<file path="src/sv/bede_pkg.sv">
// shared types, character codes and sizes for the byte escape dump encoder
// no dependencies
`default_nettype none

package bede_pkg;

  localparam int MAX_CHARS       = 5;
  localparam int CHAR_W          = 7;
  localparam int COUNT_W         = 3;
  localparam int COL_W           = 8;
  localparam int QUEUE_DEPTH_DEF = 4;

  localparam logic [COL_W-1:0] LIMIT_RESET = 8'd60;

  localparam logic OP_DATA  = 1'b0;
  localparam logic OP_FLUSH = 1'b1;

  localparam logic [CHAR_W-1:0] CH_LF     = 7'h0A;
  localparam logic [CHAR_W-1:0] CH_BSLASH = 7'h5C;
  localparam logic [CHAR_W-1:0] CH_TILDE  = 7'h7E;
  localparam logic [CHAR_W-1:0] CH_CARET  = 7'h5E;
  localparam logic [CHAR_W-1:0] CH_QMARK  = 7'h3F;
  localparam logic [CHAR_W-1:0] CH_DEL    = 7'h7F;
  localparam logic [CHAR_W-1:0] CTRL_MASK = 7'h1F;
  localparam logic [CHAR_W-1:0] CTRL_OR   = 7'h40;
  localparam logic [7:0]        BYTE_LF   = 8'h0A;

  typedef struct packed {
    logic       opcode;
    logic [7:0] data_byte;
  } in_item_t;

  typedef struct packed {
    logic [CHAR_W-1:0] out_char;
    logic              end_of_run;
  } out_item_t;

  typedef struct packed {
    logic [MAX_CHARS-1:0][CHAR_W-1:0] chars;
    logic [COUNT_W-1:0]               count;
  } run_t;

endpackage

`default_nettype wire

</file>
<file path="src/sv/bede_front.sv">
// front end: line limit register, column counter and byte classification
// builds one run of up to five characters per beat; depends on bede_pkg
`default_nettype none

module bede_front (
  input  wire logic               clk,
  input  wire logic               rst_n,
  input  wire logic               push,
  input  wire bede_pkg::in_item_t in_item,
  input  wire logic               q_full,
  output logic                    accept,
  output logic                    q_wr,
  output bede_pkg::run_t          q_run,
  input  wire logic               cfg_valid,
  input  wire logic [7:0]         cfg_data
);
  import bede_pkg::*;

  logic [COL_W-1:0]   limit_r, limit_nxt;
  logic [COL_W-1:0]   col_r, col_nxt;
  logic [CHAR_W-1:0]  c, e0, e1;
  logic               hi, nl7, brk, two;
  logic [COUNT_W-1:0] n, len;
  logic [COL_W-1:0]   base;
  logic [COL_W:0]     sum;
  run_t               run;

  assign accept = push && !q_full;
  assign q_wr   = accept && (run.count != '0);
  assign q_run  = run;

  always_comb begin
    c   = in_item.data_byte[6:0];
    hi  = in_item.data_byte[7];
    nl7 = (c == CH_LF);
    e0  = c;
    e1  = c;
    two = 1'b0;
    if (hi && nl7) begin
      e0  = CH_CARET;
      e1  = c | CTRL_OR;
      two = 1'b1;
    end else if (hi && c == CH_TILDE) begin
      e0 = CH_TILDE;
    end else if (nl7) begin
      e0 = CH_LF;
    end else if (c == CH_TILDE || c == CH_CARET || c == CH_BSLASH) begin
      e0  = CH_BSLASH;
      e1  = c;
      two = 1'b1;
    end else if (c == CH_DEL) begin
      e0  = CH_CARET;
      e1  = CH_QMARK;
      two = 1'b1;
    end else if ((c & ~CTRL_MASK) != '0) begin
      e0 = c;
    end else begin
      e0  = CH_CARET;
      e1  = c | CTRL_OR;
      two = 1'b1;
    end

    if (!hi && nl7) begin
      len = '0;
    end else begin
      len = COUNT_W'(hi) + (two ? COUNT_W'(2) : COUNT_W'(1));
    end

    if (in_item.opcode == OP_FLUSH) begin
      brk = (col_r != '0);
    end else begin
      brk = (col_r >= limit_r) && (in_item.data_byte != BYTE_LF);
    end

    run.chars = '0;
    n = '0;
    if (brk) begin
      run.chars[0] = CH_BSLASH;
      run.chars[1] = CH_LF;
      n = COUNT_W'(2);
    end
    if (in_item.opcode == OP_DATA) begin
      if (hi) begin
        run.chars[n] = CH_TILDE;
        n = n + 1'b1;
      end
      run.chars[n] = e0;
      n = n + 1'b1;
      if (two) begin
        run.chars[n] = e1;
        n = n + 1'b1;
      end
    end
    run.count = n;

    base = brk ? '0 : col_r;
    sum  = {1'b0, base} + (COL_W+1)'(len);
    if (in_item.opcode == OP_FLUSH || in_item.data_byte == BYTE_LF) begin
      col_nxt = '0;
    end else if (sum[COL_W]) begin
      col_nxt = '1;
    end else begin
      col_nxt = sum[COL_W-1:0];
    end

    limit_nxt = cfg_valid ? cfg_data : limit_r;
  end

  always_ff @(posedge clk) begin
    if (!rst_n) begin
      limit_r <= LIMIT_RESET;
      col_r   <= '0;
    end else begin
      limit_r <= limit_nxt;
      if (accept) begin
        col_r <= col_nxt;
      end
    end
  end

endmodule

`default_nettype wire

</file>
<file path="src/sv/bede_queue.sv">
// short run queue between front and back end
// register array with read and write pointers; depends on bede_pkg
`default_nettype none

module bede_queue #(
  parameter int DEPTH = bede_pkg::QUEUE_DEPTH_DEF
) (
  input  wire logic           clk,
  input  wire logic           rst_n,
  input  wire logic           wr,
  input  wire bede_pkg::run_t wr_run,
  output logic                full,
  input  wire logic           rd,
  output logic                nonempty,
  output bede_pkg::run_t      rd_run
);
  import bede_pkg::*;

  localparam int PTR_W = (DEPTH > 1) ? $clog2(DEPTH) : 1;
  localparam int CNT_W = $clog2(DEPTH + 1);

  run_t             mem_r [DEPTH];
  logic [PTR_W-1:0] wr_ptr_r, wr_ptr_nxt;
  logic [PTR_W-1:0] rd_ptr_r, rd_ptr_nxt;
  logic [CNT_W-1:0] cnt_r, cnt_nxt;

  assign full     = (cnt_r == CNT_W'(DEPTH));
  assign nonempty = (cnt_r != '0);
  assign rd_run   = mem_r[rd_ptr_r];

  always_comb begin
    wr_ptr_nxt = wr_ptr_r;
    rd_ptr_nxt = rd_ptr_r;
    cnt_nxt    = cnt_r;
    if (wr) begin
      wr_ptr_nxt = (wr_ptr_r == PTR_W'(DEPTH - 1)) ? '0 : wr_ptr_r + 1'b1;
    end
    if (rd) begin
      rd_ptr_nxt = (rd_ptr_r == PTR_W'(DEPTH - 1)) ? '0 : rd_ptr_r + 1'b1;
    end
    if (wr && !rd) begin
      cnt_nxt = cnt_r + 1'b1;
    end else if (rd && !wr) begin
      cnt_nxt = cnt_r - 1'b1;
    end
  end

  always_ff @(posedge clk) begin
    if (!rst_n) begin
      wr_ptr_r <= '0;
      rd_ptr_r <= '0;
      cnt_r    <= '0;
    end else begin
      wr_ptr_r <= wr_ptr_nxt;
      rd_ptr_r <= rd_ptr_nxt;
      cnt_r    <= cnt_nxt;
    end
  end

  always_ff @(posedge clk) begin
    if (wr) begin
      mem_r[wr_ptr_r] <= wr_run;
    end
  end

endmodule

`default_nettype wire

</file>
<file path="src/sv/bede_back.sv">
// back end: walks the head run one character per beat into the output register
// while it is free or being popped; depends on bede_pkg
`default_nettype none

module bede_back (
  input  wire logic           clk,
  input  wire logic           rst_n,
  input  wire logic           q_nonempty,
  input  wire bede_pkg::run_t q_run,
  output logic                q_rd,
  output logic                empty,
  input  wire logic           pop,
  output bede_pkg::out_item_t out_item
);
  import bede_pkg::*;

  logic [COUNT_W-1:0] idx_r, idx_nxt;
  logic               vld_r, vld_nxt;
  out_item_t          out_r, out_nxt;
  logic               load, last;

  assign empty    = !vld_r;
  assign out_item = out_r;

  always_comb begin
    load    = q_nonempty && (!vld_r || pop);
    last    = (idx_r == q_run.count - 1'b1);
    q_rd    = load && last;
    idx_nxt = idx_r;
    vld_nxt = vld_r;
    out_nxt = out_r;
    if (load) begin
      out_nxt.out_char   = q_run.chars[idx_r];
      out_nxt.end_of_run = last;
      vld_nxt            = 1'b1;
      idx_nxt            = last ? '0 : idx_r + 1'b1;
    end else if (pop) begin
      vld_nxt = 1'b0;
    end
  end

  always_ff @(posedge clk) begin
    if (!rst_n) begin
      idx_r <= '0;
      vld_r <= 1'b0;
    end else begin
      idx_r <= idx_nxt;
      vld_r <= vld_nxt;
    end
  end

  always_ff @(posedge clk) begin
    out_r <= out_nxt;
  end

endmodule

`default_nettype wire

</file>
<file path="src/sv/byte_escape_dump_encoder_top.sv">
// byte escape dump encoder: input byte stream to printable ascii with soft wrap
// top level; instantiates bede_front, bede_queue and bede_back, uses bede_pkg
//
// input side is a queue: a beat (opcode, data_byte) is taken when push is high
// and full is low. output side is a queue too: while empty is low the oldest
// character sits on out_item and leaves on a cycle with pop high.
// cfg_data is the line limit, written on cfg_valid; cfg_ready is always high.
// each data byte gives 1 to 5 characters, a flush 0 or 2; end_of_run marks the
// last character of one input beat.
// the first character of a beat passes through the run queue and then the
// output register before it shows on out_item. the output register delivers
// one character per cycle while pop is high; the front takes a beat every
// cycle while the run queue has room.
// when pop is held low the output register holds, the run queue fills and
// full rises. reset clears column and both queues and sets the line limit to 60.
`default_nettype none

module byte_escape_dump_encoder_top #(
  parameter int QUEUE_DEPTH = bede_pkg::QUEUE_DEPTH_DEF
) (
  input  wire logic               clk,
  input  wire logic               rst_n,
  input  wire logic               push,
  output logic                    full,
  input  wire bede_pkg::in_item_t in_item,
  output logic                    empty,
  input  wire logic               pop,
  output bede_pkg::out_item_t     out_item,
  input  wire logic               cfg_valid,
  output logic                    cfg_ready,
  input  wire logic [7:0]         cfg_data
);
  import bede_pkg::*;

  logic accept, q_wr, q_full, q_rd, q_nonempty;
  run_t wr_run, rd_run;

  assign cfg_ready = 1'b1;
  assign full      = q_full;

  bede_front u_front (
    .clk       (clk),
    .rst_n     (rst_n),
    .push      (push),
    .in_item   (in_item),
    .q_full    (q_full),
    .accept    (accept),
    .q_wr      (q_wr),
    .q_run     (wr_run),
    .cfg_valid (cfg_valid && cfg_ready),
    .cfg_data  (cfg_data)
  );

  bede_queue #(
    .DEPTH (QUEUE_DEPTH)
  ) u_queue (
    .clk      (clk),
    .rst_n    (rst_n),
    .wr       (q_wr && accept),
    .wr_run   (wr_run),
    .full     (q_full),
    .rd       (q_rd),
    .nonempty (q_nonempty),
    .rd_run   (rd_run)
  );

  bede_back u_back (
    .clk        (clk),
    .rst_n      (rst_n),
    .q_nonempty (q_nonempty),
    .q_run      (rd_run),
    .q_rd       (q_rd),
    .empty      (empty),
    .pop        (pop),
    .out_item   (out_item)
  );

endmodule

`default_nettype wire

</file>
<file path="config.mk">
export PLATFORM = sky130hd
export DESIGN_NAME = byte_escape_dump_encoder_top
export DESIGN_NICKNAME = d
export VERILOG_FILES = /design/src/sv/bede_pkg.sv /design/src/sv/bede_front.sv /design/src/sv/bede_queue.sv /design/src/sv/bede_back.sv /design/src/sv/byte_escape_dump_encoder_top.sv
export SDC_FILE = /design/constraint.sdc
export NUM_CORES = 1
export LEC_CHECK = 0
export ABC_AREA = 1
export BUFFER_PORTS_ARGS = -buffer_cell sky130_fd_sc_hd__buf_4
export CAP_MARGIN = 20
export CORE_MARGIN = 2
export CORE_UTILIZATION = 41
export CTS_CLUSTER_SIZE = 28
export DETAILED_ROUTE_END_ITERATION = 7
export PLACE_DENSITY_LB_ADDON = 0.3
export SKIP_LAST_GASP = 1
export SYNTH_ARGS = -nofsm -noshare
export SYNTH_HDL_FRONTEND = slang
export SYNTH_SLANG_ARGS = --single-unit
</file>
<file path="constraint.sdc">
create_clock -name clk -period 7.5 [get_ports clk]
set_clock_uncertainty 0.05 [all_clocks]
set_input_delay 0.75 -clock clk [delete_from_list [all_inputs] [get_ports clk]]
set_output_delay 0.75 -clock clk [all_outputs]
set_load 0.05 [all_outputs]
</file>
==> metrics.md, run 1 <==
| Metric | Value |
|---|---|
| Slew headroom | 39.3% |
| DR WL/cell | 17.6 um |
| I/O pins | 33 |
| DRT iter0 DRCs | 548 |
| Antenna violations before repair | 0 |
| CTS tree | done |
| Syn Inst Count | 876 |
| CP max-delay cell | buf_4 |
| Largest net degree at the start of global routing | 78 |
| Worst Slack Setup Final | 3.72 ns |
| Vias in the first global route | 5963 |
| Mean Syn Cell Area | 10.3 sq um |
| First-pass GRT wire length | 33.1 mm |
| Share of layout cells above drive strength 1 | 13.1% |
| Synth Net Count | 928 |
| Worst path arrival time | 3.81 ns |
| Clock root buffer | clkbuf_16 |
| Die Footprint | 23100 sq um |
| # rows | 54 |
| Port Buffers | 31 |
| Clock network latency to the later pin of the worst-skew pair | 0.44 ns |
| Yosys warning total | 0 |
| Total core area | 21700 sq um |
| Layout net count | 950 |
| Vias after detailed routing | 6398 |
| RSZ-0062 raised after global routing | false |
| Commonest non-fill, non-tap cell in the layout | edfxtp_1 |
| Fin. Hold Viols | 0 |
| Crit-path max FO | 26 |
| Setup-failing EPs final | 0 |
| Setup TNS | 0 ns |
| PwrDens | 310 nW/um^2 |
| Area of the mapped netlist | 8980 sq um |
| H-tree depth | 4 |
| Status | finished, final reports clean |
| Final Power | 3130 uW |
| Remaining DRCs | 0 |
| Most frequent cells in the layout | edfxtp_1, nor2_1, nand2_1, o21ai_0, inv_1 |
| Max Slew Vio Count | 0 |
| Worst setup path category | flip-flop to flip-flop |
| Global route overflow | 0 |
| Worst setup EP type | flip-flop |
| CP startpoint kind | flip-flop |
| GPL Wtd Cong | 0.932 |
| Cts repair resizes | 0 |
| Die height | 152 um |
| Finished Layout Cells | 1190 |
| Clk buf depth | 2 |
| Yosys reg bits | 189 |
| Least-Margin Pin Slew | 0.905 ns |
| Hold Buf Count CTS | 0 |
| Clk sinks | 189 |
| Pleak | 0.00382 uW |
| Setup WS pre-CTS | 3.44 ns |
| Netlist cell types | 44 |
| Sequential share of the synthesized area | 60.0% |
| CP cell instances | ha_1 -> nand2_1 -> nor2_1 -> nor2_1 -> nand2_1 -> nand2_1 -> nand2_1 -> nand2_4 -> nand2_2 -> inv_2 -> ha_1 -> nand4_1 -> nand3_1 -> nand2_1 -> nor2_4 -> nor2_8 -> inv_2 -> nor2_4 -> buf_4 |
| Hold Crit Class | flip-flop to flip-flop |
| Predominant post-synthesis flop cell | edfxtp_1 |
| Placed insts | 1159 |
| Post-synth EDFFs | 160 |
| Postcts setup bufs | 0 |
| Initial Utilization | 41.4% |
| Critical Path Max Stage Delay | 0.46 ns |
| Layout Area Growth over Synthesis | 12.5% |
| DP HPWL | 13.5 mm |
| Final min period | 3.78 ns |
| Max-Cap Viols | 0 |
| Vias per inst | 5.38 |
| Final core occ | 46.6% |
| Tcrit/Tclk final | 50.4% |
| Worst vdd ir | 182 uV |
| Most common cell on crit path | nand2_1 |
| Post-DRT Antenna Nets | 0 |
| First drt pass iteration count | 5 |
| Worst-path clk slew | 0.07 ns |
| F_max | 265 MHz |
| GRT Total Usage | 18.3% |
| Die Width | 152 um |
| CP required | 7.53 ns |
| Antenna cell count | 0 |
| Ys async rst share | 0% |
| Final WL | 20.9 mm |
| CTS buffer count | 17 |
[flip-flops by register name (all words and copies together) (netlist names), named ones only]
register / count
u_back.idx_r: 3
u_queue.cnt_r: 3
u_back.out_item: 8
u_front.limit_r: 8
u_queue.rd_ptr_r: 2
u_queue.wr_ptr_r: 2
u_back.vld_r: 1
u_front.col_r: 8
u_queue.mem_r: 152
[layer usage]
layer / wire (um) / part of all wire, % / up-vias / track usage [%]
met5: 0 / 0 / - / 0
met4: 368 / 1.8 / 0 / 5.38
met3: 1350 / 6.5 / 31 / 3.05
met2: 9490 / 45 / 222 / 28.1
met1: 9680 / 46 / 3034 / 26.8
li1: - / - / 3111 / -
[cell families (layout without fill, tap and decap cells)]
kind of cell             after synthesis  in the layout  synth area share [%]
AND/OR/NAND/NOR                      292            292                  14.4
AO/OA/AOI/OAI                        224            224                  14.8
flip-flops                           189            189                  60.0
buffers and inverters                133            167                  5.78
adder cells (fa/ha/maj)               30             30                  4.35
XOR/XNOR                               7              7                 0.683
other                                  1              1                0.0418
[synth_stat cells, types with 7 or more instances]
master / number / area [sq um]
a21oi_1: 40 / 200
a22oi_1: 9 / 67.6
clkbuf_1: 29 / 109
dfxtp_1: 29 / 581
edfxtp_1: 160 / 4800
ha_1: 28 / 350
inv_1: 80 / 300
inv_2: 12 / 45.0
nand2_1: 99 / 372
nand3_1: 22 / 110
nand4_1: 7 / 43.8
nor2_1: 133 / 499
nor2_2: 8 / 50.1
o211ai_1: 11 / 82.6
o21ai_0: 99 / 495
o221ai_1: 22 / 193
o22ai_1: 24 / 150
[final cells by class]
cell class                 count  area, sq um
sequential                   189         5390
multi-input combinational    554         3110
fill                        1985        11600
inverter                      95          359
clock buffer                  19          433
clock inverter                12          160
timing repair buffer          41          308
tap                          280          350
[worst max-delay path, delay by kind of cell (launching register included)]
family                     cells  cell delay [ns]
adders and majority gates      2             0.53
and+or+nand+nor               14             1.62
DFF                            1             0.44
buffers and inverters          3             0.73
[power breakdown]
group          leakage [uW]  internal (uW)  total (uW)  switching (uW)
Sequential          0.00175           1290        1330            40.4
Combinational       0.00179            263         896             633
Clock              0.000278            525         905             380
Total               0.00382           2080        3130            1050
[path summary, 6_finish.rpt]
check	start	end	slack, ns	cells after the start
worst max-delay path	u_front.col_r[3]	u_queue.mem_r[2][11]	3.72	19
worst max register to register	u_front.col_r[3]	u_queue.mem_r[2][11]	3.72	19
worst min register to register	u_front.limit_r[4]	u_front.limit_r[4]	0.41	2
worst min-delay path	u_front.limit_r[4]	u_front.limit_r[4]	0.41	2
[per-stage QoR]
step	area (sq um)	hold slack (ns)
2_1_floorplan	8980	0.383
3_3_place_gp	9510	0.402
3_5_place_dp	9510	0.407
4_1_cts	10100	0.420
5_1_grt	10100	0.455
6_report	10100	0.413
(Power assumes the default switching activity.)
==> inputs of run 2 (changes only) <==
Clock period 7.5 ns to 4 ns, I/O delays scaled along.
==> run 2 against run 1 <==
Effect of this change:
- final cell count grew 0.67%
- register-to-register slack lost 3.3 ns
- critical path depth grew 5
- worst hold slack lost 0.29 ns
- utilization grew 0.43 points
- critical endpoint is now u_queue.cnt_r[2]
- largest power group unchanged
==> metrics.md, run 2 (same netlist as run 1, synthesis figures left out) <==
| Metric | Value |
|---|---|
| Port Buffers | 31 (unchanged) |
| Setup-failing EPs final | 0 (unchanged) |
| Least-Margin Pin Slew | 0.794 ns (was 0.905 ns) |
| Worst path arrival time | 3.88 ns (was 3.81 ns) |
| Die Width | 152 um (unchanged) |
| Worst Slack Setup Final | 0.431 ns (was 3.72 ns) |
| Clock root buffer | clkbuf_16 (unchanged) |
| Final WL | 20.4 mm (was 20.9 mm) |
| CP cell instances | ha_1 -> nand2_1 -> nor2_1 -> nor2_1 -> nand2_1 -> nand2_1 -> nand2_1 -> nand2_4 -> nand2_2 -> ha_1 -> inv_2 -> nand3_1 -> nand3_2 -> nand2_2 -> nor2_4 -> nor2_8 -> ha_1 -> inv_1 -> fa_1 -> nor2_1 -> nor2_1 -> nand2_1 -> o21ai_0 -> a21oi_1 (was ha_1 -> nand2_1 -> nor2_1 -> nor2_1 -> nand2_1 -> nand2_1 -> nand2_1 -> nand2_4 -> nand2_2 -> inv_2 -> ha_1 -> nand4_1 -> nand3_1 -> nand2_1 -> nor2_4 -> nor2_8 -> inv_2 -> nor2_4 -> buf_4) |
| Antenna cell count | 0 (unchanged) |
| CP top delay family | simple AND/OR/NAND/NOR gates (unchanged) |
| Post-DRT Antenna Nets | 0 (unchanged) |
| Layout Area Growth over Synthesis | 13.5% (was 12.5%) |
| Layout net count | 957 (was 950) |
| FILL cells | 1959 (was 1985) |
| First drt pass iteration count | 5 (unchanged) |
| CTS tree | done (unchanged) |
| Clk sinks | 189 (unchanged) |
| Worst setup path category | flip-flop to flip-flop (unchanged) |
| DP Area | 9600 sq um (was 9510 sq um) |
| Global route overflow | 0 (unchanged) |
| Fin. Hold Viols | 0 (unchanged) |
| I/O pins | 33 (unchanged) |
| Critical Path Max Stage Delay | 0.38 ns (was 0.46 ns) |
| H-tree depth | 4 (unchanged) |
| Vias in the first global route | 6050 (was 5963) |
| DP HPWL | 13.5 mm (about the same) |
| Pleak | 0.00387 uW (was 0.00382 uW) |
| Worst vdd ir | 307 uV (was 182 uV) |
| Remaining DRCs | 0 (unchanged) |
| GRT Total Usage | 18.1% (was 18.3%) |
| First-pass GRT wire length | 32.8 mm (was 33.1 mm) |
| PwrDens | 577 nW/um^2 (was 310 nW/um^2) |
| Worst-path clk slew | 0.08 ns (was 0.07 ns) |
| Share of layout cells above drive strength 1 | 14.4% (was 13.1%) |
| Worst setup EP type | flip-flop (unchanged) |
| Max Slew Vio Count | 0 (unchanged) |
| Die height | 152 um (unchanged) |
| Design area | 10200 sq um (was 10100 sq um) |
| Vias after detailed routing | 6504 (was 6398) |
| Max reg flops | 152 (unchanged) |
| Slew headroom | 46.7% (was 39.3%) |
| CP required | 4.32 ns (was 7.53 ns) |
| GPL Wtd Cong | 0.946 (was 0.932) |
| Final core occ | 47.0% (was 46.6%) |
| Largest net degree at the start of global routing | 69 (was 78) |
| DR WL/cell | 17.0 um (was 17.6 um) |
| Antenna violations before repair | 1 (was 0) |
| Initial Utilization | 41.4% (unchanged) |
| Hold Crit Class | input port to flip-flop (was flip-flop to flip-flop) |
| Tcrit/Tclk final | 89.2% (was 50.4%) |
| DRT iter0 DRCs | 501 (was 548) |
| Commonest non-fill, non-tap cell in the layout | edfxtp_1 (unchanged) |
| CP startpoint kind | flip-flop (unchanged) |
| Die Footprint | 23100 sq um (unchanged) |
| F_max | 280 MHz (was 265 MHz) |
| # rows | 54 (unchanged) |
| Worst Path Buf+Inv | 2 (was 3) |
| Vias per inst | 5.43 (was 5.38) |
| Final min period | 3.57 ns (was 3.78 ns) |
| Crit-path max FO | 9 (was 26) |
| Total core area | 21700 sq um (unchanged) |
| Most frequent cells in the layout | edfxtp_1, nor2_1, o21ai_0, nand2_1, inv_1 (was edfxtp_1, nor2_1, nand2_1, o21ai_0, inv_1) |
| Clock network latency to the later pin of the worst-skew pair | 0.44 ns (about the same) |
| CTS buffer count | 17 (unchanged) |
| Status | finished, final reports clean (unchanged) |
| Reg with most FFs | u_queue.mem_r (unchanged) |
| Setup WS pre-CTS | 0.390 ns (was 3.44 ns) |
| RSZ-0062 raised after global routing | false (unchanged) |
| Hold Buf Count CTS | 0 (unchanged) |
| Setup TNS | 0 ns (unchanged) |
| CP max-delay cell | dfxtp_1 (was buf_4) |
| Clk buf depth | 2 (unchanged) |
| Most common cell on crit path | nand2_1 (unchanged) |
| Max-Cap Viols | 0 (unchanged) |
## run 2: cell types whose count changed in the layout (fill, tap and decap cells not counted), moves of 2 or more
cell	before	now
clkinv_4	2	0
bufinv_16	3	1
clkbuf_1	2	0
buf_12	0	3
inv_6	3	5
buf_4	41	45
inv_8	0	5
## run 2: area by class of cell
class                      count  area, sq um  share of cell area, %
inverter                      95          359                   3.52
sequential                   189         5390                   52.8
tap                          280          350                   3.44
timing repair buffer          48          398                   3.90
clock buffer                  17          425                   4.17
multi-input combinational    554         3110                   30.5
clock inverter                15          169                   1.66
## run 2: path summary, 6_finish.rpt
check	to	cells past startpoint	slack, ns	from
setup / recovery	u_queue.cnt_r[2]	24	0.43	u_front.col_r[3]
hold / removal	u_front.limit_r[4]	3	0.12	cfg_data[4]
setup reg to reg	u_queue.cnt_r[2]	24	0.43	u_front.col_r[3]
hold reg to reg	u_front.limit_r[1]	2	0.42	u_front.limit_r[1]
## run 2: power breakdown
part / leakage (uW) / internal [uW] / switching (uW)
clock network: 0.000284 / 894 / 793
logic: 0.00184 / 522 / 1190
registers: 0.00175 / 2410 / 73.7
total: 0.00387 / 3830 / 2060
## run 2: per-stage QoR
stage | cells | total power [uW] | hold slack [ns]
after floorplan | 876 | 3720 | 0.383
after global placement | 1166 | 4240 | 0.404
after detailed placement | 1166 | 4250 | 0.408
after CTS | 1198 | 5930 | 0.105
after global routing | 1198 | 6230 | 0.124
final | 1198 | 5890 | 0.121
## run 2: worst min-delay path: stages
cell and delay [ns]:
buf_4 0.08, a21oi_1 0.05, o21ai_0 0.05
## run 2: repair_timing
item / 4_1_cts / 5_1_grt
resized for setup: 0 / 2
buffers inserted: 0 / 0
endpoints found under the hold margin: 0 / 0
setup endpoints to repair: 0 / 2
## run 2: routing by layer
metal	vias to the layer above	share of wire (%)	global-route usage [%]
met3	20	8.3	3.57
met5	-	0	0
li1	3134	-	-
met2	236	46	28.4
met4	0	1.1	4.72
met1	3114	45	25.8
==> inputs of run 3 (changes only) <==
Settings changed: CORE_MARGIN 2 to unset, RECOVER_POWER set to 50.
==> run 3 against run 2 <==
Effect of this change:
- register-to-register slack lost 0.06 ns
- clock power shrank 2%
- final cell count shrank 0.33%
- flip-flop and latch count is the same
- sequential share of layout area grew 0.64 points
- combinational power shrank 5%
- critical path depth is the same
==> metrics.md, run 3 (same netlist as run 1, synthesis figures left out) <==
| Metric | Value |
|---|---|
| Hold Buf Count CTS | 0 (unchanged) |
| Layout net count | 958 (was 957) |
| Layout Area Growth over Synthesis | 12.2% (was 13.5%) |
| I/O pins | 33 (unchanged) |
| RSZ-0062 raised after global routing | false (unchanged) |
| Worst setup path category | flip-flop to flip-flop (unchanged) |
| Largest net degree at the start of global routing | 41 (was 69) |
| Pleak | 0.00382 uW (was 0.00387 uW) |
| Total core area | 21200 sq um (was 21700 sq um) |
| GRT Total Usage | 19.4% (was 18.1%) |
| Final min period | 3.63 ns (was 3.57 ns) |
| Setup TNS | 0 ns (unchanged) |
| Setup-failing EPs final | 0 (unchanged) |
| Clock root buffer | clkbuf_16 (unchanged) |
| Postcts setup bufs | 0 (unchanged) |
| Setup WS pre-CTS | 0.392 ns (was 0.390 ns) |
| Port Buffers | 31 (unchanged) |
| Remaining DRCs | 0 (unchanged) |
| Max Slew Vio Count | 0 (unchanged) |
| Vias after detailed routing | 6508 (was 6504) |
| # rows | 53 (was 54) |
| DR WL/cell | 17.2 um (was 17.0 um) |
| First-pass GRT wire length | 32.9 mm (was 32.8 mm) |
| Crit-path max FO | 9 (unchanged) |
| Initial Utilization | 42.3% (was 41.4%) |
| Die Width | 150 um (was 152 um) |
| PwrDens | 575 nW/um^2 (was 577 nW/um^2) |
| Antenna violations before repair | 0 (was 1) |
| Worst vdd ir | 309 uV (was 307 uV) |
| Slew headroom | 42.6% (was 46.7%) |
| H-tree depth | 4 (unchanged) |
| DP HPWL | 13.7 mm (was 13.5 mm) |
| Clk buf depth | 2 (unchanged) |
| CP required | 4.30 ns (was 4.32 ns) |
| Global route overflow | 0 (unchanged) |
| First drt pass iteration count | 5 (unchanged) |
| F_max | 276 MHz (was 280 MHz) |
| Status | finished, final reports clean (unchanged) |
| CTS tree | done (unchanged) |
| Vias per inst | 5.45 (was 5.43) |
| Clk sinks | 189 (unchanged) |
| Worst-path clk slew | 0.07 ns (was 0.08 ns) |
| Max-Cap Viols | 0 (unchanged) |
| Least-Margin Pin Slew | 0.855 ns (was 0.794 ns) |
| Commonest non-fill, non-tap cell in the layout | edfxtp_1 (unchanged) |
| Tcrit/Tclk final | 90.6% (was 89.2%) |
| GPL Wtd Cong | 0.924 (was 0.946) |
| Die height | 150 um (was 152 um) |
| CTS buffer count | 17 (unchanged) |
| Antenna cell count | 0 (unchanged) |
| CP startpoint kind | flip-flop (unchanged) |
| Worst setup EP type | flip-flop (unchanged) |
| Max reg flops | 152 (unchanged) |
| Vias in the first global route | 6111 (was 6050) |
| Post-DRT Antenna Nets | 0 (unchanged) |
| Share of layout cells above drive strength 1 | 11.5% (was 14.4%) |
| Fin. Hold Viols | 0 (unchanged) |
| Final WL | 20.6 mm (was 20.4 mm) |
| Most frequent cells in the layout | edfxtp_1, nor2_1, nand2_1, o21ai_0, inv_1 (was edfxtp_1, nor2_1, o21ai_0, nand2_1, inv_1) |
| Hold Crit Class | input port to flip-flop (unchanged) |
| Clock network latency to the later pin of the worst-skew pair | 0.43 ns (was 0.44 ns) |
| Worst Slack Setup Final | 0.375 ns (was 0.431 ns) |
| Worst path arrival time | 3.93 ns (was 3.88 ns) |
| Cts repair resizes | 0 (unchanged) |
| Final core occ | 47.5% (was 47.0%) |
| Reg with most FFs | u_queue.mem_r (unchanged) |
| Die Footprint | 22500 sq um (was 23100 sq um) |
| DRT iter0 DRCs | 417 (was 501) |
run 3: cell types whose count changed in the layout (fill, tap and decap cells not counted), sizes merged:
| cell | previous run | this run |
|---|---|---|
| buf | 48 | 37 |
| clkbuf | 17 | 29 |
| clkinv | 3 | 7 |
| inv | 103 | 99 |
run 3: final timing paths:
path | from | end | slack, ns | cells after the start
max | u_front.col_r[3] | u_queue.cnt_r[2] | 0.37 | 24
min reg2reg | u_front.limit_r[5] | u_front.limit_r[5] | 0.41 | 2
max reg2reg | u_front.col_r[3] | u_queue.cnt_r[2] | 0.37 | 24
min | cfg_data[5] | u_front.limit_r[5] | 0.13 | 3
run 3: final cells by class:
class	count	area (sq um)
clock buffer	17	425
clock inverter	15	154
fill	1984	11100
inverter	95	359
multi-input combinational	554	3060
sequential	189	5390
tap	275	344
timing repair buffer	49	348
run 3: per-layer routing:
layer	vias to the layer above	global-route usage, %	part of all wire (%)
li1	3132	-	-
met1	3144	27.5	46
met2	206	30.4	46
met3	26	3.54	6.3
met4	0	5.61	1.4
met5	-	0	0
run 3: critical path, cell delays in order, from the launching register on:
cell and delay, ns:
dfxtp_1 0.43, ha_1 0.28, nand2_1 0.08, nor2_1 0.05, nor2_1 0.08, nand2_1 0.07
nand2_1 0.06, nand2_1 0.10, nand2_4 0.11, nand2_2 0.14, inv_2 0.16, ha_1 0.26
nand4_1 0.09, nand3_1 0.09, nand2_1 0.25, nor2_4 0.09, nor2_8 0.13, ha_1 0.16
inv_1 0.06, fa_1 0.38, nor2_1 0.11, nor2_1 0.04, nand2_1 0.07, o21ai_0 0.07
a21oi_1 0.12
run 3: power breakdown:
| part | total [uW] | internal (uW) | leakage (uW) | switching [uW] |
|---|---|---|---|---|
| clock | 1650 | 879 | 0.000274 | 770 |
| combinational | 1630 | 465 | 0.00179 | 1170 |
| sequential | 2510 | 2410 | 0.00175 | 95.4 |
| total | 5790 | 3760 | 0.00382 | 2030 |
run 3: metrics by stage:
| stage | cell area, sq um | std cells | hold slack, ns | power, uW |
|---|---|---|---|---|
| 2_1_floorplan | 8980 | 876 | 0.383 | 3720 |
| 3_5_place_dp | 9590 | 1162 | 0.406 | 4250 |
| 4_1_cts | 10200 | 1194 | 0.112 | 5880 |
| 3_3_place_gp | 9590 | 1162 | 0.405 | 4240 |
| 5_1_grt | 10100 | 1194 | 0.139 | 6090 |
| 6_report | 10100 | 1194 | 0.133 | 5790 |
